[src/rtl/ganged_channel_level_adjust_top_macros.svh]
// Assertion macros for the ganged channel level adjust block.
// Used by rtl/ganged_channel_level_adjust_top.sv; no other dependencies.
`ifndef GANGED_CHANNEL_LEVEL_ADJUST_TOP_MACROS_SVH
`define GANGED_CHANNEL_LEVEL_ADJUST_TOP_MACROS_SVH
`ifndef SYNTH
// Same-cycle implication, checked on every rising clock edge out of reset.
`define GCLA_ASSERT_IMPLIES(label, clk, rst_n, ante, cons) \
    label: assert property (@(posedge clk) disable iff (!(rst_n)) (ante) |-> (cons)) \
        else $error("assertion failed");
// Next-cycle implication.
`define GCLA_ASSERT_NEXT(label, clk, rst_n, ante, cons) \
    label: assert property (@(posedge clk) disable iff (!(rst_n)) (ante) |=> (cons)) \
        else $error("assertion failed");
`else
`define GCLA_ASSERT_IMPLIES(label, clk, rst_n, ante, cons)
`define GCLA_ASSERT_NEXT(label, clk, rst_n, ante, cons)
`endif
`endif

[src/rtl/gcla_pkg.sv]
// Shared constants, codes and helper functions of the ganged channel level adjust block.
// No dependencies; used by rtl/ganged_channel_level_adjust_top.sv.
package gcla_pkg;

    localparam int LEVEL_W          = 7;
    localparam int LEVEL_MAX        = 127;
    localparam int CHAN_W           = 4;
    localparam int COUNT_W          = 5;
    localparam int MODE_W           = 2;
    localparam int SUM_W            = 11;
    localparam int MAX_CHANNELS_DEF = 16;
    localparam int APB_DATA_W       = 32;
    localparam int APB_ADDR_W       = 3;
    localparam int S_DATA_W         = 16;
    localparam int M_DATA_W         = 16;

    // Register indexes (word addresses on the APB port).
    localparam logic REG_MIXING_MODE   = 1'b0;
    localparam logic REG_CHANNEL_COUNT = 1'b1;

    // Mixing mode register codes.
    localparam logic [MODE_W-1:0] MODE_OVERRIDE = 2'd0;
    localparam logic [MODE_W-1:0] MODE_RATIO    = 2'd1;
    localparam logic [MODE_W-1:0] MODE_PRIMARY  = 2'd2;

    // Input function codes.
    localparam logic FUNC_GROUP  = 1'b0;
    localparam logic FUNC_DIRECT = 1'b1;

    // Rule applied to the secondaries during one group change.
    typedef enum logic [1:0] {
        RULE_OVERRIDE = 2'd0,
        RULE_RATIO    = 2'd1,
        RULE_PRIMARY  = 2'd2
    } rule_t;

    // Saturates a signed sum to the level range.
    function automatic logic [LEVEL_W-1:0] clamp_level(input logic signed [SUM_W-1:0] v);
        logic [LEVEL_W-1:0] r;
        if (v < 0) begin
            r = '0;
        end else if (v > SUM_W'(LEVEL_MAX)) begin
            r = LEVEL_W'(LEVEL_MAX);
        end else begin
            r = v[LEVEL_W-1:0];
        end
        return r;
    endfunction

    // Zero-extends a level into the signed sum width.
    function automatic logic signed [SUM_W-1:0] to_sum(input logic [LEVEL_W-1:0] v);
        return $signed({{(SUM_W-LEVEL_W){1'b0}}, v});
    endfunction

endpackage

[src/rtl/ganged_channel_level_adjust_top.sv]
// Top level of the ganged channel level adjust block: sequencer, level memory, ports.
// Depends on rtl/gcla_pkg.sv and rtl/ganged_channel_level_adjust_top_macros.svh.
//
// This block keeps a 7-bit level for each mixer channel and reports every level an input
// transaction touches. A direct write (func 1) stores one channel's level and returns one
// result transaction; an index at or beyond MAX_CHANNELS is dropped without a result. A
// group change (func 0) sets the primary channel 0 and treats channels 1 .. n-1 by the
// mixing mode, n being channel_count saturated to 1 .. DEPTH, then returns one result per
// group channel, primary first, with tlast on the final one. The levels live in a small
// memory with one write port and one registered read port, and the sequencer walks it one
// channel per cycle while the result channel is not stalled: override and primary-only
// changes run only the update walk, a ratio shift runs a bound-check walk, works out the
// pulled-back delta in ST_CALC, then runs the update walk. The input is not ready while a
// change is in progress. A stalled result channel holds the update walk where it stands. Reset
// clears the per-channel valid bits at once, so no clearing pass is needed after reset.
// Configuration writes on the APB port are applied at once. The mode and the group size are
// sampled when an input transaction is accepted, so they should be written while idle.
`include "ganged_channel_level_adjust_top_macros.svh"

module ganged_channel_level_adjust_top #(
    parameter int MAX_CHANNELS = gcla_pkg::MAX_CHANNELS_DEF
) (
    input  logic                              aclk,
    input  logic                              aresetn,
    // Input transactions.
    input  logic                              s_tvalid,
    output logic                              s_tready,
    // [3:0] channel_index, [10:4] proposed_level, [11] force_override, [15:12] zero
    input  logic [gcla_pkg::S_DATA_W-1:0]     s_tdata,
    // [0] func
    input  logic                              s_tuser,
    // Result transactions.
    output logic                              m_tvalid,
    input  logic                              m_tready,
    // [3:0] out_channel, [10:4] out_level, [15:11] zero
    output logic [gcla_pkg::M_DATA_W-1:0]     m_tdata,
    output logic                              m_tlast,
    // Configuration port.
    input  logic                              psel,
    input  logic                              penable,
    input  logic                              pwrite,
    input  logic [gcla_pkg::APB_ADDR_W-1:0]   paddr,
    input  logic [gcla_pkg::APB_DATA_W-1:0]   pwdata,
    output logic [gcla_pkg::APB_DATA_W-1:0]   prdata,
    output logic                              pready
);

    // Only channels 0..15 can ever be addressed, so the memory holds at most 16 entries.
    localparam int DEPTH = (MAX_CHANNELS < 16) ? MAX_CHANNELS : 16;
    localparam int IDX_W = $clog2(DEPTH);
    localparam int CNT_W = $clog2(DEPTH + 1);
    localparam int LW    = gcla_pkg::LEVEL_W;
    localparam int SW    = gcla_pkg::SUM_W;

    typedef enum logic [4:0] {
        ST_IDLE = 5'b00001,
        ST_SCAN = 5'b00010,
        ST_CALC = 5'b00100,
        ST_EMIT = 5'b01000,
        ST_ONE  = 5'b10000
    } state_t;

    // Control state.
    state_t                          state_reg, state_next;
    logic [CNT_W-1:0]                ptr_reg, ptr_next;
    logic                            pend_reg, pend_next;
    logic [CNT_W-1:0]                n_reg, n_next;
    logic                            m_tvalid_reg;
    logic [gcla_pkg::MODE_W-1:0]     mode_reg;
    logic [gcla_pkg::COUNT_W-1:0]    count_reg;
    logic [DEPTH-1:0]                valid_reg;

    // Payload state.
    gcla_pkg::rule_t                 rule_reg;
    logic [IDX_W-1:0]                cur_reg;
    logic [gcla_pkg::CHAN_W-1:0]     idx_reg;
    logic [LW-1:0]                   prop_reg;
    logic [LW-1:0]                   pri_old_reg;
    logic [LW-1:0]                   min_reg;
    logic [LW-1:0]                   max_reg;
    logic [LW-1:0]                   primary_reg;
    logic signed [SW-1:0]            total_reg;
    logic [LW-1:0]                   rd_data_reg;
    logic                            rd_valid_reg;
    logic [gcla_pkg::CHAN_W-1:0]     m_chan_reg;
    logic [LW-1:0]                   m_level_reg;
    logic                            m_last_reg;

    logic [LW-1:0]                   mem [DEPTH];

    // Input field views.
    logic [gcla_pkg::CHAN_W-1:0]     in_idx;
    logic [LW-1:0]                   in_prop;
    logic                            in_force;
    logic                            in_accept;
    logic [CNT_W-1:0]                n_sat;

    // Walk control.
    logic                            out_free;
    logic                            in_walk;
    logic                            consume;
    logic                            issue;
    logic                            walk_end;
    logic [LW-1:0]                   lvl_rd;
    logic [LW-1:0]                   new_level;

    // Ratio arithmetic.
    logic signed [SW-1:0]            delta;
    logic signed [SW-1:0]            lo_r;
    logic signed [SW-1:0]            hi_r;
    logic signed [SW-1:0]            adjust;
    logic                            has_sec;

    // Memory write / result load.
    logic                            wr_en;
    logic [IDX_W-1:0]                wr_addr;
    logic [LW-1:0]                   wr_data;
    logic                            wr_last;
    logic                            cfg_wr;

    assign in_idx   = s_tdata[3:0];
    assign in_prop  = s_tdata[10:4];
    assign in_force = s_tdata[11];

    assign s_tready  = (state_reg == ST_IDLE);
    assign in_accept = s_tvalid && s_tready;

    assign m_tvalid = m_tvalid_reg;
    assign m_tdata  = {{(gcla_pkg::M_DATA_W - gcla_pkg::CHAN_W - LW){1'b0}}, m_level_reg,
                       m_chan_reg};
    assign m_tlast  = m_last_reg;

    // APB: two word registers selected by paddr[2]; pready is tied high.
    assign pready = 1'b1;
    assign cfg_wr = psel && penable && pwrite && pready;

    always_comb begin
        if (paddr[2] == gcla_pkg::REG_CHANNEL_COUNT) begin
            prdata = gcla_pkg::APB_DATA_W'(count_reg);
        end else begin
            prdata = gcla_pkg::APB_DATA_W'(mode_reg);
        end
    end

    // Group size, saturated to 1 .. DEPTH.
    always_comb begin
        if (count_reg == '0) begin
            n_sat = CNT_W'(1);
        end else if (32'(count_reg) > DEPTH) begin
            n_sat = CNT_W'(DEPTH);
        end else begin
            n_sat = CNT_W'(count_reg);
        end
    end

    // The walk reads one entry ahead of the entry being used; a new read is issued only when no
    // read data is held or the held data is being used this cycle, so a stall never loses a read.
    always_comb begin
        out_free = !m_tvalid_reg || m_tready;
        in_walk  = (state_reg == ST_SCAN) || (state_reg == ST_EMIT);
        consume  = pend_reg && ((state_reg == ST_SCAN) || ((state_reg == ST_EMIT) && out_free));
        issue    = in_walk && (ptr_reg < n_reg) && (!pend_reg || consume);
        walk_end = consume && (CNT_W'(cur_reg) == (n_reg - CNT_W'(1)));
        lvl_rd   = rd_valid_reg ? rd_data_reg : '0;
    end

    // Level written back for the channel under the update walk.
    always_comb begin
        if (cur_reg == '0) begin
            new_level = primary_reg;
        end else if (rule_reg == gcla_pkg::RULE_OVERRIDE) begin
            new_level = prop_reg;
        end else begin
            new_level = gcla_pkg::clamp_level(gcla_pkg::to_sum(lvl_rd) + total_reg);
        end
    end

    // Pull-back of the ratio delta so that no secondary leaves the level range.
    always_comb begin
        has_sec = (n_reg > CNT_W'(1));
        delta   = gcla_pkg::to_sum(prop_reg) - gcla_pkg::to_sum(pri_old_reg);
        lo_r    = gcla_pkg::to_sum(min_reg) + delta;
        hi_r    = gcla_pkg::to_sum(max_reg) + delta;
        if (has_sec && (lo_r < 0)) begin
            adjust = -lo_r;
        end else if (has_sec && (hi_r > SW'(gcla_pkg::LEVEL_MAX))) begin
            adjust = SW'(gcla_pkg::LEVEL_MAX) - hi_r;
        end else begin
            adjust = '0;
        end
    end

    always_comb begin
        if (state_reg == ST_ONE) begin
            wr_en   = out_free;
            wr_addr = idx_reg[IDX_W-1:0];
            wr_data = prop_reg;
            wr_last = 1'b1;
        end else begin
            wr_en   = (state_reg == ST_EMIT) && consume;
            wr_addr = cur_reg;
            wr_data = new_level;
            wr_last = walk_end;
        end
    end

    // Sequencer.
    always_comb begin
        state_next = state_reg;
        ptr_next   = ptr_reg;
        pend_next  = pend_reg;
        n_next     = n_reg;
        if (issue) begin
            ptr_next  = ptr_reg + CNT_W'(1);
            pend_next = 1'b1;
        end else if (consume) begin
            pend_next = 1'b0;
        end
        case (state_reg)
            ST_IDLE: begin
                if (in_accept) begin
                    ptr_next  = '0;
                    pend_next = 1'b0;
                    if (s_tuser == gcla_pkg::FUNC_DIRECT) begin
                        if (32'(in_idx) < MAX_CHANNELS) begin
                            state_next = ST_ONE;
                        end
                    end else begin
                        n_next = n_sat;
                        if (!in_force && (mode_reg == gcla_pkg::MODE_RATIO)) begin
                            state_next = ST_SCAN;
                        end else begin
                            state_next = ST_EMIT;
                        end
                    end
                end
            end
            ST_SCAN: begin
                if (walk_end) begin
                    state_next = ST_CALC;
                end
            end
            ST_CALC: begin
                ptr_next   = '0;
                pend_next  = 1'b0;
                state_next = ST_EMIT;
            end
            ST_EMIT: begin
                if (walk_end) begin
                    state_next = ST_IDLE;
                end
            end
            ST_ONE: begin
                if (out_free) begin
                    state_next = ST_IDLE;
                end
            end
            default: begin
                state_next = ST_IDLE;
            end
        endcase
    end

    // Control registers.
    always_ff @(posedge aclk) begin
        if (!aresetn) begin
            state_reg    <= ST_IDLE;
            ptr_reg      <= '0;
            pend_reg     <= 1'b0;
            n_reg        <= CNT_W'(1);
            m_tvalid_reg <= 1'b0;
            mode_reg     <= gcla_pkg::MODE_OVERRIDE;
            count_reg    <= gcla_pkg::COUNT_W'(1);
            valid_reg    <= '0;
        end else begin
            state_reg <= state_next;
            ptr_reg   <= ptr_next;
            pend_reg  <= pend_next;
            n_reg     <= n_next;
            if (wr_en) begin
                m_tvalid_reg       <= 1'b1;
                valid_reg[wr_addr] <= 1'b1;
            end else if (m_tready) begin
                m_tvalid_reg <= 1'b0;
            end
            if (cfg_wr) begin
                if (paddr[2] == gcla_pkg::REG_CHANNEL_COUNT) begin
                    count_reg <= pwdata[gcla_pkg::COUNT_W-1:0];
                end else begin
                    mode_reg <= pwdata[gcla_pkg::MODE_W-1:0];
                end
            end
        end
    end

    // Level memory: one write port, one registered read port.
    always_ff @(posedge aclk) begin
        if (wr_en) begin
            mem[wr_addr] <= wr_data;
        end
        if (issue) begin
            rd_data_reg  <= mem[ptr_reg[IDX_W-1:0]];
            rd_valid_reg <= valid_reg[ptr_reg[IDX_W-1:0]];
        end
    end

    // Payload registers.
    always_ff @(posedge aclk) begin
        if (in_accept) begin
            idx_reg     <= in_idx;
            prop_reg    <= in_prop;
            primary_reg <= in_prop;
            total_reg   <= '0;
            min_reg     <= LW'(gcla_pkg::LEVEL_MAX);
            max_reg     <= '0;
            if (in_force || (mode_reg == gcla_pkg::MODE_OVERRIDE)) begin
                rule_reg <= gcla_pkg::RULE_OVERRIDE;
            end else if (mode_reg == gcla_pkg::MODE_RATIO) begin
                rule_reg <= gcla_pkg::RULE_RATIO;
            end else begin
                rule_reg <= gcla_pkg::RULE_PRIMARY;
            end
        end
        if (issue) begin
            cur_reg <= ptr_reg[IDX_W-1:0];
        end
        if ((state_reg == ST_SCAN) && consume) begin
            if (cur_reg == '0) begin
                pri_old_reg <= lvl_rd;
            end else begin
                if (lvl_rd < min_reg) begin
                    min_reg <= lvl_rd;
                end
                if (lvl_rd > max_reg) begin
                    max_reg <= lvl_rd;
                end
            end
        end
        if (state_reg == ST_CALC) begin
            total_reg   <= delta + adjust;
            primary_reg <= gcla_pkg::clamp_level(gcla_pkg::to_sum(prop_reg) + adjust);
        end
        if (wr_en) begin
            m_chan_reg  <= gcla_pkg::CHAN_W'(wr_addr);
            m_level_reg <= wr_data;
            m_last_reg  <= wr_last;
        end
    end

    // The walk pointer never runs past the group size.
    `GCLA_ASSERT_IMPLIES(a_ptr_in_group, aclk, aresetn, in_walk, ptr_reg <= n_reg)
    // Read data is only held while a walk is in progress.
    `GCLA_ASSERT_IMPLIES(a_pend_in_walk, aclk, aresetn, pend_reg, in_walk)
    // An accepted group change always leaves the block busy in the next cycle.
    `GCLA_ASSERT_NEXT(a_group_busy, aclk, aresetn,
        in_accept && (s_tuser == gcla_pkg::FUNC_GROUP), state_reg != ST_IDLE)
    // Loading the final result of a transaction returns the sequencer to idle.
    `GCLA_ASSERT_NEXT(a_last_to_idle, aclk, aresetn, wr_en && wr_last, state_reg == ST_IDLE)

endmodule
[config.mk]
export PLATFORM = sky130hd
export DESIGN_NAME = ganged_channel_level_adjust_top
export DESIGN_NICKNAME = d
export VERILOG_FILES = /design/src/rtl/gcla_pkg.sv /design/src/rtl/ganged_channel_level_adjust_top.sv
export VERILOG_INCLUDE_DIRS = /design/src /design/src/rtl
export SDC_FILE = /design/constraint.sdc
export NUM_CORES = 1
export LEC_CHECK = 0
export BUFFER_PORTS_ARGS = -buffer_cell sky130_fd_sc_hd__buf_2
export CAP_MARGIN = 25
export CELL_PAD_IN_SITES_DETAIL_PLACEMENT = 0
export CELL_PAD_IN_SITES_GLOBAL_PLACEMENT = 1
export CORE_ASPECT_RATIO = 0.75
export CORE_MARGIN = 2
export CORE_UTILIZATION = 44
export DETAILED_ROUTE_END_ITERATION = 6
export HOLD_SLACK_MARGIN = 0.03
export PLACE_DENSITY = 0.82
export RECOVER_POWER = 50
export SLEW_MARGIN = 20
export SYNTH_ARGS = -nofsm -noshare
export SYNTH_HDL_FRONTEND = slang
export SYNTH_SLANG_ARGS = --single-unit
[constraint.sdc]
create_clock -name aclk -period 5.35 [get_ports aclk]
set_clock_uncertainty 0.05 [all_clocks]
set_input_delay 1.605 -clock aclk [delete_from_list [all_inputs] [get_ports aclk]]
set_output_delay 1.605 -clock aclk [all_outputs]
set_load 0.02 [all_outputs]
==> flow_summary.ini, run 1 <==
[drt]
wirelength_mm = 29.86
vias = 8375
first_pass_iters = 6
drtIter0Drc = 809
drc = 0
via_per_inst = 5.621
wl_per_cell_um = 20.04
antenna_left = 0

[die]
io_pins = 111
fp.dieW_um = 193.9
start_util = 0.4441
num_rows = 52
die_y_um = 146.4
coreArea_sq_um = 26810
design.die.area_sq_um = 28400

[clocking]
clock_sink_count = 228
cts_tree = built
cts_inserted_buffers = 22
root_buffer = clkbuf_16
htree_num_levels = 1
insertion_delay_ns = 0.54
path_clk_slew_ns = 0.07
cts_buffer_depth = 3

[synthesis]
synthTopCellsByCount = 174 x edfxtp_1, 81 x nor2_1, 67 x ha_1
avgSynthCellArea_sq_um = 12.23
synth_cell_type_count = 75
yosysMostFrequentCell = edfxtp_1
synthFlopType = edfxtp_1
yosys.area.top_type = edfxtp_1
synth_top_area_share = 0.4389
ys_async_sr_fraction = 0
synthTopCellsByArea = edfxtp_1 44%, dfxtp_1 9.1%, mux4_2 7.6%
synth-seq-area-share = 0.5297
yosysWarnings = 0
syn_inst = 973
synth-seq-cells = 228
synth-edff-count = 174
synth_area_sq_um = 11900

[power_and_ir_drop]
leakage_nw = 5.343
ir_worst_vdd_mv = 0.3344
combPwrFrac = 0.231
p_switching_w = 0.001343
clkPwrFrac = 0.317
switching_share = 0.2919
power.density_nw_per_um2 = 326.9
cellInternalPower_w = 0.003257
seqPwrFrac = 0.452

[sta]
timing.slew.headroom = -1.021
hold_violations = 0
clock.fmax_ghz = 0.1818
finalHoldWorstSlack_ns = 0.4109
fin_crit_ns = 5.500
setup_tns_ns = -0.7621
finalWorstSetupSlack_ns = -0.1499
period_share = 1.028
setup-violations-final = 8
worst_pin_slew_ns = 3.031
rsz0062_at_grt = yes
slew_viol_final = 118

[hold_path]
hold_path_class = flip-flop to flip-flop

[final_layout]
nets = 1255
drive_above_1_share = 0.2212
largest_reg_flops = 112
synthToLayoutAreaGrowth_pct = 18.19
diodes = 0
utilization = 0.5249
fin_area_sq_um = 14070

[status]
failed_checks = max-capacitance violations, max-slew violations, negative setup slack
status = finished with violations

[place]
hpwl_mm = 21.53
gp_congestion = 0.8870
placed_cell_area_sq_um = 13070
port_buffers = 44
preCtsSetupSlack_ns = -0.4503

[global_route]
antenna_found_initial = 1
grt_pass1_vias = 8012
grt_usage = 0.2046
grt_start_max_net_pins = 37
overflow = 0
grt_pass1_wl_mm = 45.19

[worst_setup_path]
cp.arrival_ns = 5.80
cpMostUsedCell = ha_2
cpMaxStageDelayCell = edfxtp_1
crit_fanout = 6
cp.required_ns = 5.65
startpoint_type = flip-flop
path_class = flip-flop to flip-flop
end_kind = flip-flop
max_stage_delay_ns = 0.40

[flow_run]
max_cap_violations = 4
==> per-layer routing <==
metal	global-route usage	wire (um)
met1	0.3194	14230
met2	0.3046	12960
met3	0.03188	2209
met4	0.03598	462
met5	0	0
==> per-stage QoR <==
stage,cells,power (W)
6_report,1490,0.004600
5_1_grt,1490,0.004780
3_3_place_gp,1435,0.003073
3_5_place_dp,1436,0.003096
2_1_floorplan,1004,0.002717
4_1_cts,1484,0.004572
==> worst paths after layout <==
path	startpoint	endpoint	slack, ns	cells past startpoint
setup / recovery	prop_reg[0]$_DFFE_PP_	primary_reg[6]$_DFFE_PP_	-0.15	29
hold reg to reg	valid_reg[8]$_SDFFE_PN0N_	valid_reg[8]$_SDFFE_PN0N_	0.41	1
setup reg to reg	prop_reg[0]$_DFFE_PP_	primary_reg[6]$_DFFE_PP_	-0.15	29
hold / removal	valid_reg[8]$_SDFFE_PN0N_	valid_reg[8]$_SDFFE_PN0N_	0.41	1
==> power by group through the flow <==
stage	combinational [W]	clock (W)	sequential, W
after floorplan	0.000613	0	0.00210
after CTS	0.00102	0.00147	0.00208
after global placement	0.000958	0	0.00211
after global routing	0.00116	0.00154	0.00208
after detailed placement	0.000981	0	0.00211
final	0.00106	0.00146	0.00208
==> critical path, delay by kind of cell (launching register included) <==
| kind | cells | cell delay [ns] |
|---|---|---|
| buffers and inverters | 6 | 0.55 |
| AO/OA/AOI/OAI | 13 | 2.03 |
| flip-flops | 1 | 0.40 |
| AND/OR/NAND/NOR | 2 | 0.29 |
| XOR/XNOR | 2 | 0.31 |
| adder cells (fa/ha/maj) | 6 | 1.67 |
==> cells by family (layout without fill, tap and decap cells) <==
logic type | Yosys count | after routing | share of synthesized area
fa+ha+maj | 73 | 73 | 0.08051
simple gates | 251 | 251 | 0.1057
buf+inv | 118 | 253 | 0.04804
xor+xnor | 40 | 40 | 0.02943
compound gates | 207 | 207 | 0.1182
mux | 54 | 54 | 0.08766
other cells | 2 | 33 | 0.0006309
flops | 228 | 228 | 0.5297
==> cell usage in the layout, fill, tap and decap left out, types with 34 or more instances in the layout <==
cell | synthesis | layout
edfxtp_1 | 174 | 174
nor2_1 | 81 | 81
mux4_2 | 40 | 40
nand2_1 | 50 | 49
o21ai_0 | 44 | 38
clkbuf_1 | 16 | 37
dfxtp_1 | 54 | 54
a21oi_1 | 41 | 34
ha_1 | 67 | 60
inv_1 | 55 | 53
buf_4 | 33 | 96
==> layout make-up <==
cell class	count	area, sq um
clock buffer	29	586.8
clock inverter	11	85.08
fill	2314	12740
inverter	58	217.7
multi-input combinational	658	5399
sequential	228	6306
tap	351	439.2
timing repair buffer	155	1036
==> timing repair <==
item | in CTS | in global routing
setup buffers | 9 | 6
hold buffers | 0 | 0
resized for setup | 37 | 25
setup endpoints to repair | 12 | 13
endpoints found under the hold margin | 0 | 0
pin swaps | 25 | 31
Power figures use the tool's default switching activity.
==> run 2: changes to the inputs <==
--- a/config.mk
+++ b/config.mk
@@ -14,9 +14,11 @@
 export CORE_MARGIN = 2
 export CORE_UTILIZATION = 44
 export DETAILED_ROUTE_END_ITERATION = 6
+export GPL_TIMING_DRIVEN = 0
 export HOLD_SLACK_MARGIN = 0.03
 export PLACE_DENSITY = 0.82
 export RECOVER_POWER = 50
+export REMOVE_ABC_BUFFERS = 1
 export SLEW_MARGIN = 20
 export SYNTH_ARGS = -nofsm -noshare
 export SYNTH_HDL_FRONTEND = slang
==> run 2 against run 1 <==
The flow still finishes with violations (max-capacitance violations, max-slew violations, negative setup slack). Sequential cell count unchanged. Setup slack improved by 0.046 ns. Non-clock buffer count down 72. Maximum frequency grew 0.84%. Via count is 3.1% lower. Clock power rose by 7%. Utilization fell by 1.4 points. Sequential power about the same. Power rose by 0.23%. Highest routed layer unchanged.
==> flow_summary.ini, run 2 (same netlist as run 1, synthesis figures left out) <==
[sta]
hold_violations = 0
timing.slew.headroom = -0.6099
finalWorstSetupSlack_ns = -0.1043
rsz0062_at_grt = yes
fin_crit_ns = 5.454
slew_viol_final = 83
setup-violations-final = 7
clock.fmax_ghz = 0.1833
period_share = 1.019
worst_pin_slew_ns = 2.412

[place]
port_buffers = 44
place_inst = 1345
placed_cell_area_sq_um = 12450
hpwl_mm = 20.15
gp_congestion = 0.8708

[global_route]
antenna_found_initial = 1
grt_pass1_wl_mm = 44.32
grt_usage = 0.2004
overflow = 0
grt_start_max_net_pins = 38
grt_pass1_vias = 7860

[final_layout]
largest_reg_flops = 112
multiInputGateArea_sq_um = 5493
layout_commonest_cell = edfxtp_1
fill_cells = 2280
final_cells = 1419
nets = 1184
synthToLayoutAreaGrowth_pct = 15.11
diodes = 0
fin_area_sq_um = 13700
drive_above_1_share = 0.1948
final_cell_mix = 174 x edfxtp_1, 80 x nor2_1, 61 x ha_1
ff_latch_area_sq_um = 6306
utilization = 0.5112

[worst_setup_path]
end_kind = flip-flop
cp.arrival_ns = 5.73
path_class = flip-flop to flip-flop
startpoint_type = flip-flop
cp.required_ns = 5.62
crit_fanout = 4

[flow_run]
max_cap_violations = 3

[drt]
first_pass_iters = 5
antenna_left = 0
via_per_inst = 5.717
wirelength_mm = 28.59
wl_per_cell_um = 20.15
drc = 0
drtIter0Drc = 636
vias = 8113

[clocking]
insertion_delay_ns = 0.51
htree_num_levels = 1
cts_tree = built
hold_buffers = 0
root_buffer = clkbuf_16
clock_sink_count = 228
cts_buffer_depth = 3
path_clk_slew_ns = 0.06
cts_inserted_buffers = 23

[die]
design.die.area_sq_um = 28400
die_y_um = 146.4
start_util = 0.4441
fp.dieW_um = 193.9
io_pins = 111
num_rows = 52
coreArea_sq_um = 26810

[power_and_ir_drop]
leakage_nw = 5.075
power.density_nw_per_um2 = 336.4
ir_worst_vdd_mv = 0.3082

[status]
status = finished with violations
failed_checks = max-capacitance violations, max-slew violations, negative setup slack

[hold_path]
hold_path_class = flip-flop to flip-flop
## run 2: per-stage QoR
stage / hold WS [ns] / power (W) / TNS, ns / setup WS, ns
6_report: 0.4104 / 0.004610 / -0.6311 / -0.1043
5_1_grt: 0.4306 / 0.004792 / -3.266 / -0.3362
4_1_cts: 0.4122 / 0.004583 / -0.7081 / -0.1083
3_5_place_dp: 0.3983 / 0.002978 / -12.19 / -1.506
3_3_place_gp: 0.3914 / 0.002936 / -21.35 / -1.495
2_1_floorplan: 0.3854 / 0.002692 / 0 / 0.03402
## run 2: final cells by class
cell class                      count  share of cell area
Inverter                           58             0.01589
Sequential cell                   228              0.4602
Tap cell                          351             0.03205
Clock buffer                       31             0.04711
Clock inverter                     10            0.006209
Timing Repair Buffer               83             0.03771
Multi-Input combinational cell    658              0.4008
## run 2: repair_timing
action,CTS,global route
setup buffers,31,6
pin swaps,31,26
resized for setup,55,25
setup endpoints to repair,15,14
## run 2: metal layers
layer / wire length (um) / GRT usage / part of all wire
met5: 0 / 0 / 0
met4: 610 / 0.04659 / 0.021
met3: 2230 / 0.03257 / 0.078
met2: 12300 / 0.3011 / 0.43
met1: 13450 / 0.3051 / 0.47
## run 2: critical path, stage by stage (launching register included)
cell and delay [ns]:
edfxtp_1 0.39, inv_1 0.08, ha_2 0.19, inv_2 0.04, fa_2 0.33, a21o_1 0.22, a21oi_4 0.19, xnor2_2 0.18
ha_1 0.32, nand3_1 0.10, o211ai_1 0.14, o41ai_2 0.36, xnor2_2 0.17, ha_2 0.19, and2_4 0.15, o21ai_4 0.09
o22ai_4 0.22, ha_4 0.18, inv_2 0.04, fa_2 0.34, nor2b_2 0.14, o31a_1 0.19, o21ai_2 0.09, a211oi_2 0.30
a21oi_4 0.14, buf_4 0.16, o311ai_2 0.25
## run 2: path summary, 6_finish.rpt
check / startpoint / to / slack (ns) / cells after the start
worst max-delay path: prop_reg[0]$_DFFE_PP_ / primary_reg[3]$_DFFE_PP_ / -0.10 / 26
worst min-delay path: valid_reg[10]$_SDFFE_PN0N_ / valid_reg[10]$_SDFFE_PN0N_ / 0.41 / 1
worst max register to register: prop_reg[0]$_DFFE_PP_ / primary_reg[3]$_DFFE_PP_ / -0.10 / 26
worst min register to register: valid_reg[10]$_SDFFE_PN0N_ / valid_reg[10]$_SDFFE_PN0N_ / 0.41 / 1
## run 2: power breakdown
group | total, W | switching, W | internal [W]
clock | 0.00156 | 0.000657 | 0.000899
combinational | 0.000965 | 0.000611 | 0.000354
sequential | 0.00209 | 0.0000511 | 0.00204
total | 0.00461 | 0.00132 | 0.00329
==> run 3: changes to the inputs <==
--- a/config.mk
+++ b/config.mk
@@ -10,14 +10,13 @@
 export CAP_MARGIN = 25
 export CELL_PAD_IN_SITES_DETAIL_PLACEMENT = 0
 export CELL_PAD_IN_SITES_GLOBAL_PLACEMENT = 1
-export CORE_ASPECT_RATIO = 0.75
 export CORE_MARGIN = 2
 export CORE_UTILIZATION = 44
 export DETAILED_ROUTE_END_ITERATION = 6
 export GPL_TIMING_DRIVEN = 0
 export HOLD_SLACK_MARGIN = 0.03
 export PLACE_DENSITY = 0.82
-export RECOVER_POWER = 50
+export RECOVER_POWER = 25
 export REMOVE_ABC_BUFFERS = 1
 export SLEW_MARGIN = 20
 export SYNTH_ARGS = -nofsm -noshare
==> run 3 against run 2 <==
The run still ends with max-capacitance violations, max-slew violations, negative setup slack left. Critical endpoint is now primary_reg[5]$_DFFE_PP_. Critical path type unchanged. Register-to-register slack better by 0.08 ns. Combinational power up 2.9%. First-iteration DRC count up 1.3%. Sequential power about the same. Clock power about the same.
==> flow_summary.ini, run 3 (same netlist as run 1, synthesis figures left out) <==
[clocking]
path_clk_slew_ns = 0.06
clock_sink_count = 228
htree_num_levels = 1
cts_buffer_depth = 3
insertion_delay_ns = 0.52
cts_tree = built
root_buffer = clkbuf_16
cts_inserted_buffers = 23

[worst_setup_path]
cp.depth = 27
crit_fanout = 7
max_stage_delay_ns = 0.40
cp.required_ns = 5.52
end_kind = flip-flop
reg2reg_setup_slack_ns = -0.02
crit_buf_inv = 3
cpMaxStageDelayCell = edfxtp_1
path_class = flip-flop to flip-flop
cp.arrival_ns = 5.55
r2r_cells = 27
cp_top_family = compound AO/OA/AOI/OAI gates
startpoint_type = flip-flop

[drt]
antenna_left = 0
wirelength_mm = 27.83
first_pass_iters = 5
vias = 7929
via_per_inst = 5.611
drtIter0Drc = 644
wl_per_cell_um = 19.70
drc = 0

[die]
start_util = 0.4454
num_rows = 60
io_pins = 111
design.die.area_sq_um = 28390
die_y_um = 168.5
coreArea_sq_um = 26730
fp.dieW_um = 168.5

[final_layout]
fill_cells = 2282
final_cell_mix = 174 x edfxtp_1, 79 x nor2_1, 54 x ha_1, 54 x dfxtp_1
multiInputGateArea_sq_um = 5640
drive_above_1_share = 0.2043
diodes = 0
layout_commonest_cell = edfxtp_1
final_cells = 1413
nets = 1187
largest_reg_flops = 112
ff_latch_area_sq_um = 6306
synthToLayoutAreaGrowth_pct = 16.46

[sta]
hold_violations = 0
worst_pin_slew_ns = 1.597
finalWorstSetupSlack_ns = -0.02492
clock.fmax_ghz = 0.1860
period_share = 1.005
setup-violations-final = 4
rsz0062_at_grt = yes
setup_tns_ns = -0.06000
fin_crit_ns = 5.375
timing.slew.headroom = -0.06452
slew_viol_final = 36

[place]
gp_congestion = 0.8500
place_inst = 1336
port_buffers = 44
preCtsSetupSlack_ns = -1.397
hpwl_mm = 19.01

[global_route]
grt_pass1_vias = 7837
met1_usage = 0.2593
met3_usage = 0.02736
grt_usage = 0.1945
grt_pass1_wl_mm = 43.29
grt_start_max_net_pins = 36
antenna_found_initial = 0
overflow = 0
grt-busiest-layer = met2
grt_util_met2 = 0.3289

[power_and_ir_drop]
power.density_nw_per_um2 = 334.0
leakage_nw = 5.102
finalPower_w = 0.004630
cellInternalPower_w = 0.003334
ir_worst_vdd_mv = 0.3019
combPwrFrac = 0.214
p_switching_w = 0.001296
switching_share = 0.2799
clkPwrFrac = 0.336
seqPwrFrac = 0.450

[flow_run]
max_cap_violations = 1

[status]
status = finished with violations
failed_checks = max-capacitance violations, max-slew violations, negative setup slack

[hold_path]
hold_path_class = flip-flop to flip-flop
whs_path_depth = 1
[run 3: changes by cell type in the layout (fill, tap and decap cells not counted), moves of 2 or more]
cell,delta
nand2_1,+2
buf_4,+6
nand2_2,-2
clkinv_1,+3
ha_1,-7
clkbuf_8,-2
a2111oi_0,-2
ha_4,+7
clkinv_2,-3
o311ai_2,-2
buf_2,+5
buf_6,-4
[run 3: worst paths after layout]
path / startpoint / endpoint
setup / recovery: prop_reg[0]$_DFFE_PP_ / primary_reg[5]$_DFFE_PP_
hold / removal: valid_reg[1]$_SDFFE_PN0N_ / valid_reg[1]$_SDFFE_PN0N_
setup reg to reg: prop_reg[0]$_DFFE_PP_ / primary_reg[5]$_DFFE_PP_
hold reg to reg: valid_reg[1]$_SDFFE_PN0N_ / valid_reg[1]$_SDFFE_PN0N_
[run 3: timing repair]
item	CTS	global route
setup buffers	17	18
hold buffers	0	0
resized for setup	50	39
hold endpoints to repair	0	0
pin swaps	22	22
setup endpoints to repair	17	12
[run 3: per-stage QoR]
stage               cell area [sq um]  hold slack [ns]  utilization
floorplan                       11670           0.3854            -
global placement                12310           0.3929       0.4607
CTS                             13570           0.4167       0.5078
finish                          13860           0.4112       0.5187
global route                    13860           0.4347       0.5187
detailed placement              12480           0.3999       0.4670
[run 3: cell type report]
| cell class | count | share of cell area |
|---|---|---|
| repair buffers | 86 | 0.03926 |
| clock buffers | 33 | 0.04567 |
| multi-input cells | 658 | 0.4069 |
| inverters | 58 | 0.01570 |
| well taps | 341 | 0.03078 |
| clock inverters | 9 | 0.006859 |
| flip-flops and latches | 228 | 0.4549 |
[run 3: metal layers]
layer  up-vias  wire length, um
met3        49             1383
li1       3759                -
met2       259            13680
met1      3862            12080
met5         -                0
met4         0              694
[run 3: power groups by stage]
stage / registers [W] / logic [W] / clock network [W]
2_1_floorplan: 0.00211 / 0.000580 / 0
3_3_place_gp: 0.00213 / 0.000794 / 0
3_5_place_dp: 0.00212 / 0.000845 / 0
4_1_cts: 0.00208 / 0.000910 / 0.00158
5_1_grt: 0.00209 / 0.00108 / 0.00166
6_report: 0.00208 / 0.000993 / 0.00156
